File: src/design/quadruple_code_executor_core_defines.svh
// Assertion macros shared by the executor design files.
`ifndef QUADRUPLE_CODE_EXECUTOR_CORE_DEFINES_SVH
`define QUADRUPLE_CODE_EXECUTOR_CORE_DEFINES_SVH
`ifndef SYNTHESIS
`define QCE_ASSERT(lbl, clk, rstn, prop, msg) \
  lbl: assert property (@(posedge clk) disable iff (!rstn) prop) else $error(msg);
`define QCE_ASSERT_ALWAYS(lbl, clk, prop, msg) \
  lbl: assert property (@(posedge clk) prop) else $error(msg);
`else
`define QCE_ASSERT(lbl, clk, rstn, prop, msg)
`define QCE_ASSERT_ALWAYS(lbl, clk, prop, msg)
`endif
`endif

File: src/design/qce_pkg.sv
// ----------------------------------------------------------------------------
// qce_pkg
// Types, opcodes and defaults shared by the quadruple code executor.
// ----------------------------------------------------------------------------
`default_nettype none
package qce_pkg;
  localparam int MemDepthDef   = 1024;
  localparam int ProgDepthDef  = 1024;
  localparam int LabelCountDef = 256;

  typedef enum logic [3:0] {
    OP_MOVE = 4'd0, OP_ADD = 4'd1, OP_SUB = 4'd2, OP_MULT = 4'd3, OP_DIV = 4'd4,
    OP_GT = 4'd5, OP_LT = 4'd6, OP_GE = 4'd7, OP_LE = 4'd8, OP_EQ = 4'd9,
    OP_NE = 4'd10, OP_READ = 4'd11, OP_WRITE = 4'd12, OP_JMP = 4'd13,
    OP_JZ = 4'd14, OP_NOP = 4'd15
  } opcode_t;

  localparam logic [1:0] MODE_RAM   = 2'd1;
  localparam logic [1:0] MODE_CACHE = 2'd2;

  typedef struct packed {
    logic        action;
    logic [3:0]  opcode;
    logic [9:0]  pc;
    logic [1:0]  first_mode;
    logic [31:0] first_value;
    logic [1:0]  second_mode;
    logic [31:0] second_value;
    logic [1:0]  dest_mode;
    logic [9:0]  dest_index;
    logic [7:0]  label;
    logic [31:0] read_value;
  } item_t;

  typedef struct packed {
    logic [10:0] next_pc;
    logic        out_valid;
    logic [31:0] out_value;
    logic        div_zero;
  } result_t;

  // Controller to datapath.
  typedef struct packed {
    logic load;      // capture item
    logic clr_step;  // clearing pass write
    logic rd_a;      // issue operand a read
    logic rd_b;      // issue operand b read
    logic cap_a;     // latch operand a
    logic cap_b;     // latch operand b
    logic mul_go;    // register product
    logic div_start;
    logic commit;    // write stores, build result
  } cmd_t;

  typedef struct packed {
    logic clr_done;
    logic div_done;
    logic is_div;
  } stat_t;
endpackage
`default_nettype wire

File: src/design/qce_ctrl.sv
// ----------------------------------------------------------------------------
// qce_ctrl
// Sequencer: clearing pass, operand reads, execute, result handoff.
// ----------------------------------------------------------------------------
`default_nettype none
`include "quadruple_code_executor_core_defines.svh"
module qce_ctrl (
  input  wire logic           clk,
  input  wire logic           rst_n,
  input  wire logic           in_valid,
  output logic                in_ready,
  output logic                out_valid,
  input  wire logic           out_ready,
  input  wire qce_pkg::stat_t stat,
  output qce_pkg::cmd_t       cmd
);
  typedef enum logic [8:0] {
    S_CLR  = 9'b000000001, S_IDLE = 9'b000000010, S_RDA  = 9'b000000100,
    S_RDB  = 9'b000001000, S_CAPA = 9'b000010000, S_CAPB = 9'b000100000,
    S_OP   = 9'b001000000, S_DIV  = 9'b010000000, S_DONE = 9'b100000000
  } state_t;
  state_t state_r, state_nxt;
  logic   ov_r, ov_nxt;

  always_comb begin
    state_nxt = state_r;
    ov_nxt    = ov_r;
    cmd       = '0;
    if (ov_r && out_ready) ov_nxt = 1'b0;
    unique case (state_r)
      S_CLR: begin
        if (stat.clr_done) state_nxt = S_IDLE;
        else cmd.clr_step = 1'b1;
      end
      S_IDLE: if (in_valid && (!ov_r || out_ready)) begin
        cmd.load  = 1'b1;
        state_nxt = S_RDA;
      end
      S_RDA: begin
        cmd.rd_a  = 1'b1;
        state_nxt = S_RDB;
      end
      S_RDB: begin
        cmd.rd_b  = 1'b1;
        cmd.cap_a = 1'b1;
        state_nxt = S_CAPB;
      end
      S_CAPA: state_nxt = S_CAPB;
      S_CAPB: begin
        cmd.cap_b = 1'b1;
        state_nxt = S_OP;
      end
      S_OP: begin
        cmd.mul_go = 1'b1;
        if (stat.is_div) begin
          cmd.div_start = 1'b1;
          state_nxt = S_DIV;
        end else state_nxt = S_DONE;
      end
      S_DIV: if (stat.div_done) state_nxt = S_DONE;
      S_DONE: begin
        cmd.commit = 1'b1;
        ov_nxt     = 1'b1;
        state_nxt  = S_IDLE;
      end
      default: state_nxt = S_IDLE;
    endcase
  end

  always_ff @(posedge clk) begin
    if (!rst_n) begin
      state_r <= S_CLR;
      ov_r    <= 1'b0;
    end else begin
      state_r <= state_nxt;
      ov_r    <= ov_nxt;
    end
  end

  assign in_ready  = (state_r == S_IDLE) && (!ov_r || out_ready);
  assign out_valid = ov_r;

  `QCE_ASSERT(a_onehot, clk, rst_n, $onehot(state_r), "state not one-hot")
  `QCE_ASSERT(a_commit_free, clk, rst_n, cmd.commit |-> (!ov_r || out_ready), "result overwritten")
  `QCE_ASSERT(a_no_take_clr, clk, rst_n, (state_r == S_CLR) |-> !in_ready, "item taken while clearing")
endmodule
`default_nettype wire
File: config.mk
export PLATFORM = sky130hd
export DESIGN_NAME = qce_ctrl
export DESIGN_NICKNAME = d
export VERILOG_FILES = /design/src/design/qce_pkg.sv /design/src/design/qce_ctrl.sv
export VERILOG_INCLUDE_DIRS = /design/src /design/src/design
export SDC_FILE = /design/constraint.sdc
export NUM_CORES = 1
export LEC_CHECK = 0
export BUFFER_PORTS_ARGS = -buffer_cell sky130_fd_sc_hd__buf_2
export CORE_AREA = 2 2 39 41
export DETAILED_ROUTE_END_ITERATION = 6
export DIE_AREA = 0 0 41 43
export GPL_TIMING_DRIVEN = 0
export PLACE_DENSITY = 0.73
export RECOVER_POWER = 25
export SYNTH_ARGS = -nofsm -noshare
export SYNTH_HDL_FRONTEND = slang
export SYNTH_SLANG_ARGS = --single-unit
File: constraint.sdc
create_clock -name clk -period 2.25 [get_ports clk]
set_input_delay 0.225 -clock clk [delete_from_list [all_inputs] [get_ports clk]]
set_output_delay 0.225 -clock clk [all_outputs]
set_load 0.01 [all_outputs]
# Yosys cells after proc, flatten, opt, wreduce, memory -nomap -nowiden
# Cells that the tools add are included.
# word_totals
ff_bits,10
in_bits,7
# classes
muxes,17
n_eq_ne,12
n_reduce_logical,8
# ops
op,n
$pmux 9 s7,1
$mux 9,4
$mux 1,10
$eq 9x1->1 const B,1
$eq 9x2->1 const B,1
$eq 9x3->1 const B,1
$eq 9x4->1 const B,1
$eq 9x5->1 const B,1
$eq 9x6->1 const B,1
$eq 9x7->1 const B,1
$eq 9x8->1 const B,1
$eq 9x9->1 const B,1
$ne 2x2->1 const B,3
$mux 2,2
$logic_and 1x1->1,3
$reduce_and 3->1,1
$reduce_bool 2->1,1
$reduce_or 2->1,1
$logic_not 1->1,1
$logic_or 1x1->1,1

# Logic depth before layout (Yosys ltp)
# Gate-level depths: netlist of run 1.
# logic_depth
word_depth,5
ltp_mapped,5
depth_no_buf,4

# Worst setup path after synthesis of run 1
# No wires, ideal clock.
# synth_timing
path_type,register to output
startpoint,register state_r[2]
endpoint,output port cmd[8] (netlist name)
path_buffers,0
path_slack_ns,0.520
required_ns,2.025
stages_incl_launch_ff,5
arrival_ns,1.505
path_cell_list,dfxtp_1 -> nor2_1 -> nand3_1 -> nor4b_1 -> and2_1
# synth_lines
item,line,rtl
start: declaration,qce_ctrl.sv:22,"state_t state_r, state_nxt;"
start signal: assignment,qce_ctrl.sv:75,state_r <= state_nxt;
end: declaration,qce_ctrl.sv:15,output qce_pkg::cmd_t cmd

==> results of run 1 <==
==> how the worst min path moves through the flow <==
| stage | startpoint | end | depth (start not counted) | slack (ns) |
|---|---|---|---|---|
| finish | in_valid | state_r[2] | 2 | 0.22 |
| global route | in_valid | state_r[2] | 2 | 0.22 |
| CTS | in_valid | state_r[2] | 2 | 0.22 |
| detailed placement | in_valid | state_r[2] | 2 | 0.48 |
| global placement | in_valid | state_r[2] | 2 | 0.48 |
| floorplan | rst_n | state_r[0] | 1 | 0.33 |
==> layout make-up <==
class                           instances  area share [%]
Tap cell                               16            3.07
Multi-Input combinational cell         42            44.4
Sequential cell                         9            27.6
Timing Repair Buffer                   17            12.8
Buffer                                  5            5.75
Clock buffer                            4            4.02
Inverter                                4            2.30
==> power by group <==
part / switching, mW / leakage (nW) / internal (mW) / total [mW]
combinational: 0.0274 / 0.224 / 0.0227 / 0.0501
clock: 0.0531 / 0.0150 / 0.0681 / 0.121
sequential: 0.00607 / 0.0732 / 0.164 / 0.170
total: 0.0865 / 0.312 / 0.255 / 0.341
==> per-layer routing <==
layer	share of wire [%]	global-route usage, %	vias up
met5	0	0	-
met4	1.3	8.00	0
met3	0.58	1.57	2
met2	52	21.6	5
met1	46	17.4	215
li1	-	-	253
==> metrics by stage <==
| step | instance area, µm² | utilization (%) |
|---|---|---|
| 2_1_floorplan | 534 | - |
| 3_3_place_gp | 639 | 46.2 |
| 3_5_place_dp | 639 | 46.2 |
| 4_1_cts | 666 | 48.1 |
| 5_1_grt | 653 | 47.2 |
| 6_report | 653 | 47.2 |
==> flip-flops by register name, indices dropped and copies added (netlist names) <==
signal     cells
out_valid      1
state_r        8
==> cells in the final DEF, fill, tap and decap left out, types with 2 or more instances in the layout <==
| cell type | instances |
|---|---|
| clkbuf_1 | 2 |
| nor4_1 | 3 |
| o21ai_0 | 3 |
| inv_1 | 4 |
| nor3b_1 | 5 |
| buf_2 | 16 |
| nor2_1 | 5 |
| buf_4 | 5 |
| dfxtp_1 | 9 |
| nand2_1 | 3 |
| clkbuf_4 | 3 |
==> worst register-to-register path, cell delays in order, from the launching register on <==
cell     delay, ns
dfxtp_1       0.36
nor4_1        0.37
nand2_1       0.16
o41ai_2       0.61
nor3b_1       0.12
==> kinds of logic after synthesis <==
family                 after synthesis  synth area share, %
AND/OR/NAND/NOR                     30                 37.2
AO/OA/AOI/OAI                       11                 17.6
XOR/XNOR                             1                 1.64
buffers and inverters                9                 9.84
flip-flops                           9                 33.7
==> impl_metrics.tcl, run 1 <==
set metrics [dict create \
    vdd_ir_drop_max_v 0.000237 \
    p_leak_nw 0.312 \
    via_count 475 \
    grt.total_usage_pct 13.8 \
    die_x_um 41 \
    p_per_area_nw_per_um2 522 \
    overflow 0 \
    grt_pass1_vias 427 \
    max_freq_mhz 478 \
    mappedNetlistNets 67 \
    finalNonFillerCells 97 \
    die_y_um 43 \
    rsz0062_at_grt "false" \
    r2r_slack_ns 0.49 \
    power_mw 0.341 \
    wl_mm 1.03 \
    fp.coreArea_um2 1380 \
    synth_cells 60 \
    dp_hpwl_um 833 \
    pre_cts_ws_ns 0.427 \
    fin_tns_setup_ns 0 \
    whs_ns 0.218 \
    critPathCapture "cmd[1]" \
    ys_async_sr_fraction_pct 0 \
    cts_root_buf "clkbuf_4" \
    setup_slack_ns 0.157 \
    final_nets 89 \
    status "completed" \
    numCtsBuffers 3 \
    clk_latency_ns 0.26 \
    ys_top_cells_by_count "dfxtp_1 (9), buf_4 (5), nor2_1 (5), nor3b_1 (5), inv_1 (4)" \
    r2r_cells 4 \
    drive_gt1_share_pct 39.5 \
    cp-start-kind "register" \
    initialDrtViolationCount 3 \
    ys.flop_type "dfxtp_1" \
    synth_top_area_share_pct 33.7 \
    antenna_left 0 \
    slew-limit-headroom_pct 50.5 \
    synth.avg_cell_area_um2 8.90 \
    synth_area_um2 534 \
    synth.area.top_cells "dfxtp_1 (34%), buf_4 (7.0%), nor3b_1 (7.0%)" \
    clock-sinks 9 \
    rows 14 \
    hold_class "in -> reg" \
    drt_pass1_iterations 2 \
    skew_ns 0.00427 \
    worstPathArrival_ns 1.87 \
    tightest_slew_ns 0.735 \
    syn_to_final_growth_pct 22.2 \
    synth-edff-count 0 \
    crit_start "state_r[7]" \
    period_share_pct 93.0 \
    cts_buffer_depth 2 \
    synth_warnings 0 \
    r2r_end "state_r[3]" \
    place_congestion 0.710 \
    vias_per_cell 4.90 \
    drc 0 \
    synth_seq_area_share_pct 33.7 \
    diodes 0 \
    ios 18 \
    crit_required_ns 2.03 \
    yosysTopAreaCell "dfxtp_1" \
    wire_per_inst_um 10.6 \
    maxSlewViolCount 0 \
    start_util_pct 38.6 \
    ys_types 31 \
    end_kind "primary output" \
    io_buffers 17 \
    cp.depth 6 \
    grt_antenna_before_repair 0 \
    htreeDepth 1 \
    worstReg2RegStart "state_r[7]" \
    dieArea_um2 1760 \
    clkTransAtPathRegs_ns 0.06 \
    cp_cell_sequence "or4_4, and4bb_4, nand2_2, inv_1, buf_4, buf_2" \
    setup-violations-final 0 \
    cp_slowest_stage_delay_ns 0.59 \
    cts_tree "done" \
    hold_viol 0 \
    ctsHoldBuffers 0 \
    grt_max_degree 8 \
    cts_setup_buffers 0 \
    fin_crit_ns 2.09 \
    multi_input_area_um2 290 \
    criticalPathCategory "reg -> out" \
    grt_pass1_wl_mm 1.70 \
    dp.cells 93 \
    fillers 142 \
    synth_most_common_cell "dfxtp_1" \
    ys_seq_elements 9 \
    cts_resized 0 \
    critPathTopFamily "simple AND/OR/NAND/NOR gates" \
    crit_fanout 7 \
    seqCellArea_um2 180 \
    critPathBufInv 3 \
    slowest_stage "or4_4" \
    max_cap_viol_count 0 \
]
Note: power is estimated with default switching activity, not from simulation.
==> inputs of run 2 (changes only) <==
--- a/config.mk
+++ b/config.mk
@@ -8,6 +8,7 @@
 export LEC_CHECK = 0
 export BUFFER_PORTS_ARGS = -buffer_cell sky130_fd_sc_hd__buf_2
 export CORE_AREA = 2 2 39 41
+export CTS_BUF_LIST = sky130_fd_sc_hd__clkbuf_2
 export DETAILED_ROUTE_END_ITERATION = 6
 export DIE_AREA = 0 0 41 43
 export GPL_TIMING_DRIVEN = 0
==> run 2 against run 1 <==
  * Clock power fell by 17%
  * Sequential share of layout area rose by 0.27 points
  * Critical endpoint unchanged
  * Worst setup slack got worse by 0.0015 ns
  * Register-to-register slack barely moved
  * Clock skew rose by 0.0017 ns
==> impl_metrics.tcl, run 2 (synthesis results as in run 1) <==
set metrics [dict create \
    status "completed" \
    die_x_um 41 \
    grt_pass1_vias 426 \
    drc 0 \
    hold_class "in -> reg" \
    largest_register "state_r" \
    slew-limit-headroom_pct 50.7 \
    io_buffers 17 \
    r2r_cells 4 \
    via_count 475 \
    worstReg2RegStart "state_r[7]" \
    criticalPathCategory "reg -> out" \
    cts_tree "done" \
    final_nets 89 \
    place_congestion 0.710 \
    grt.total_usage_pct 14.1 \
    fp.coreArea_um2 1380 \
    crit_fanout 7 \
    tightest_slew_ns 0.731 \
    final_cell_mix "buf_2 (16), dfxtp_1 (9), nor2_1 (5), nor3b_1 (5), buf_4 (5)" \
    p_leak_nw 0.314 \
    fin_tns_setup_ns 0 \
    r2r_end "state_r[3]" \
    r2r_slack_ns 0.49 \
    numCtsBuffers 3 \
    skew_ns 0.00598 \
    crit_required_ns 2.03 \
    cp-start-kind "register" \
    dp.cells 93 \
    drt_pass1_iterations 4 \
    start_util_pct 38.6 \
    setup-violations-final 0 \
    end_kind "primary output" \
    power_mw 0.321 \
    vias_per_cell 4.90 \
    cts_root_buf "clkbuf_2" \
    clkTransAtPathRegs_ns 0.09 \
    rsz0062_at_grt "false" \
    worstPathArrival_ns 1.87 \
    clock-sinks 9 \
    max_freq_mhz 477 \
    dieArea_um2 1760 \
    grt_max_degree 8 \
    max_cap_viol_count 0 \
    clk_latency_ns 0.24 \
    min_to "state_r[2]" \
    die_y_um 43 \
    whs_ns 0.228 \
    rows 14 \
    overflow 0 \
    dp_hpwl_um 833 \
    grt_antenna_before_repair 0 \
    period_share_pct 93.1 \
    maxSlewViolCount 0 \
    fillers 143 \
    drive_gt1_share_pct 40.7 \
    hold_viol 0 \
    final_common_cell "buf_2" \
    wire_per_inst_um 10.7 \
    antenna_left 0 \
    cts_buffer_depth 2 \
    initialDrtViolationCount 4 \
    grt_pass1_wl_mm 1.71 \
    largest_register_ffs 8 \
    ios 18 \
    hold_start "in_valid" \
    diodes 0 \
    vdd_ir_drop_max_v 0.000218 \
    fin_crit_ns 2.09 \
    p_per_area_nw_per_um2 496 \
    wl_mm 1.03 \
    cts_setup_buffers 0 \
    cts_resized 0 \
    finalNonFillerCells 97 \
    syn_to_final_growth_pct 21.1 \
    ctsHoldBuffers 0 \
    hold_path_depth 2 \
    htreeDepth 1 \
]
[run 2: worst max path at each step]
| stage | endpoint | slack, ns | from | cells past startpoint |
|---|---|---|---|---|
| finish | cmd[1] | 0.16 | state_r[7] | 6 |
| global route | cmd[0] | 0.04 | state_r[7] | 5 |
| CTS | cmd[1] | 0.14 | state_r[7] | 6 |
| detailed placement | cmd[1] | 0.43 | state_r[7] | 6 |
| global placement | cmd[1] | 0.44 | state_r[7] | 6 |
| floorplan | cmd[8] | 0.52 | state_r[2] | 4 |
[run 2: metrics by stage]
stage / utilization, % / cell area (µm²) / worst slack [ns]
2_1_floorplan: - / 534 / 0.520
5_1_grt: 46.7 / 647 / 0.0382
3_3_place_gp: 46.2 / 639 / 0.443
4_1_cts: 47.6 / 659 / 0.145
3_5_place_dp: 46.2 / 639 / 0.427
6_report: 46.7 / 647 / 0.155
[run 2: layout make-up]
class	instances	area, µm²	area share (%)
Multi-Input combinational cell	42	290	44.9
Timing Repair Buffer	17	83.8	13.0
Tap cell	16	20.0	3.09
Inverter	4	15.0	2.32
Clock buffer	4	20.0	3.09
Buffer	5	37.5	5.80
Sequential cell	9	180	27.9
[run 2: worst max-delay path, stage by stage (launching register included)]
cell and delay, ns:
dfxtp_1 0.38, or4_4 0.59, and4bb_4 0.35, nand2_2 0.07, inv_1 0.05, buf_4 0.09
buf_2 0.11
[run 2: layer usage]
| layer | global-route usage, % | part of all wire (%) | up-vias |
|---|---|---|---|
| met3 | 3.14 | 1.3 | 2 |
| li1 | - | - | 253 |
| met1 | 17.4 | 46 | 213 |
| met2 | 21.6 | 51 | 7 |
| met5 | 0 | 0 | - |
| met4 | 8.00 | 1.2 | 0 |
[run 2: power by group]
| group | leakage [nW] | total (mW) | switching (mW) | internal [mW] |
|---|---|---|---|---|
| logic | 0.224 | 0.0500 | 0.0273 | 0.0227 |
| clock network | 0.0166 | 0.101 | 0.0540 | 0.0472 |
| registers | 0.0732 | 0.169 | 0.00589 | 0.164 |
| total | 0.314 | 0.321 | 0.0872 | 0.233 |
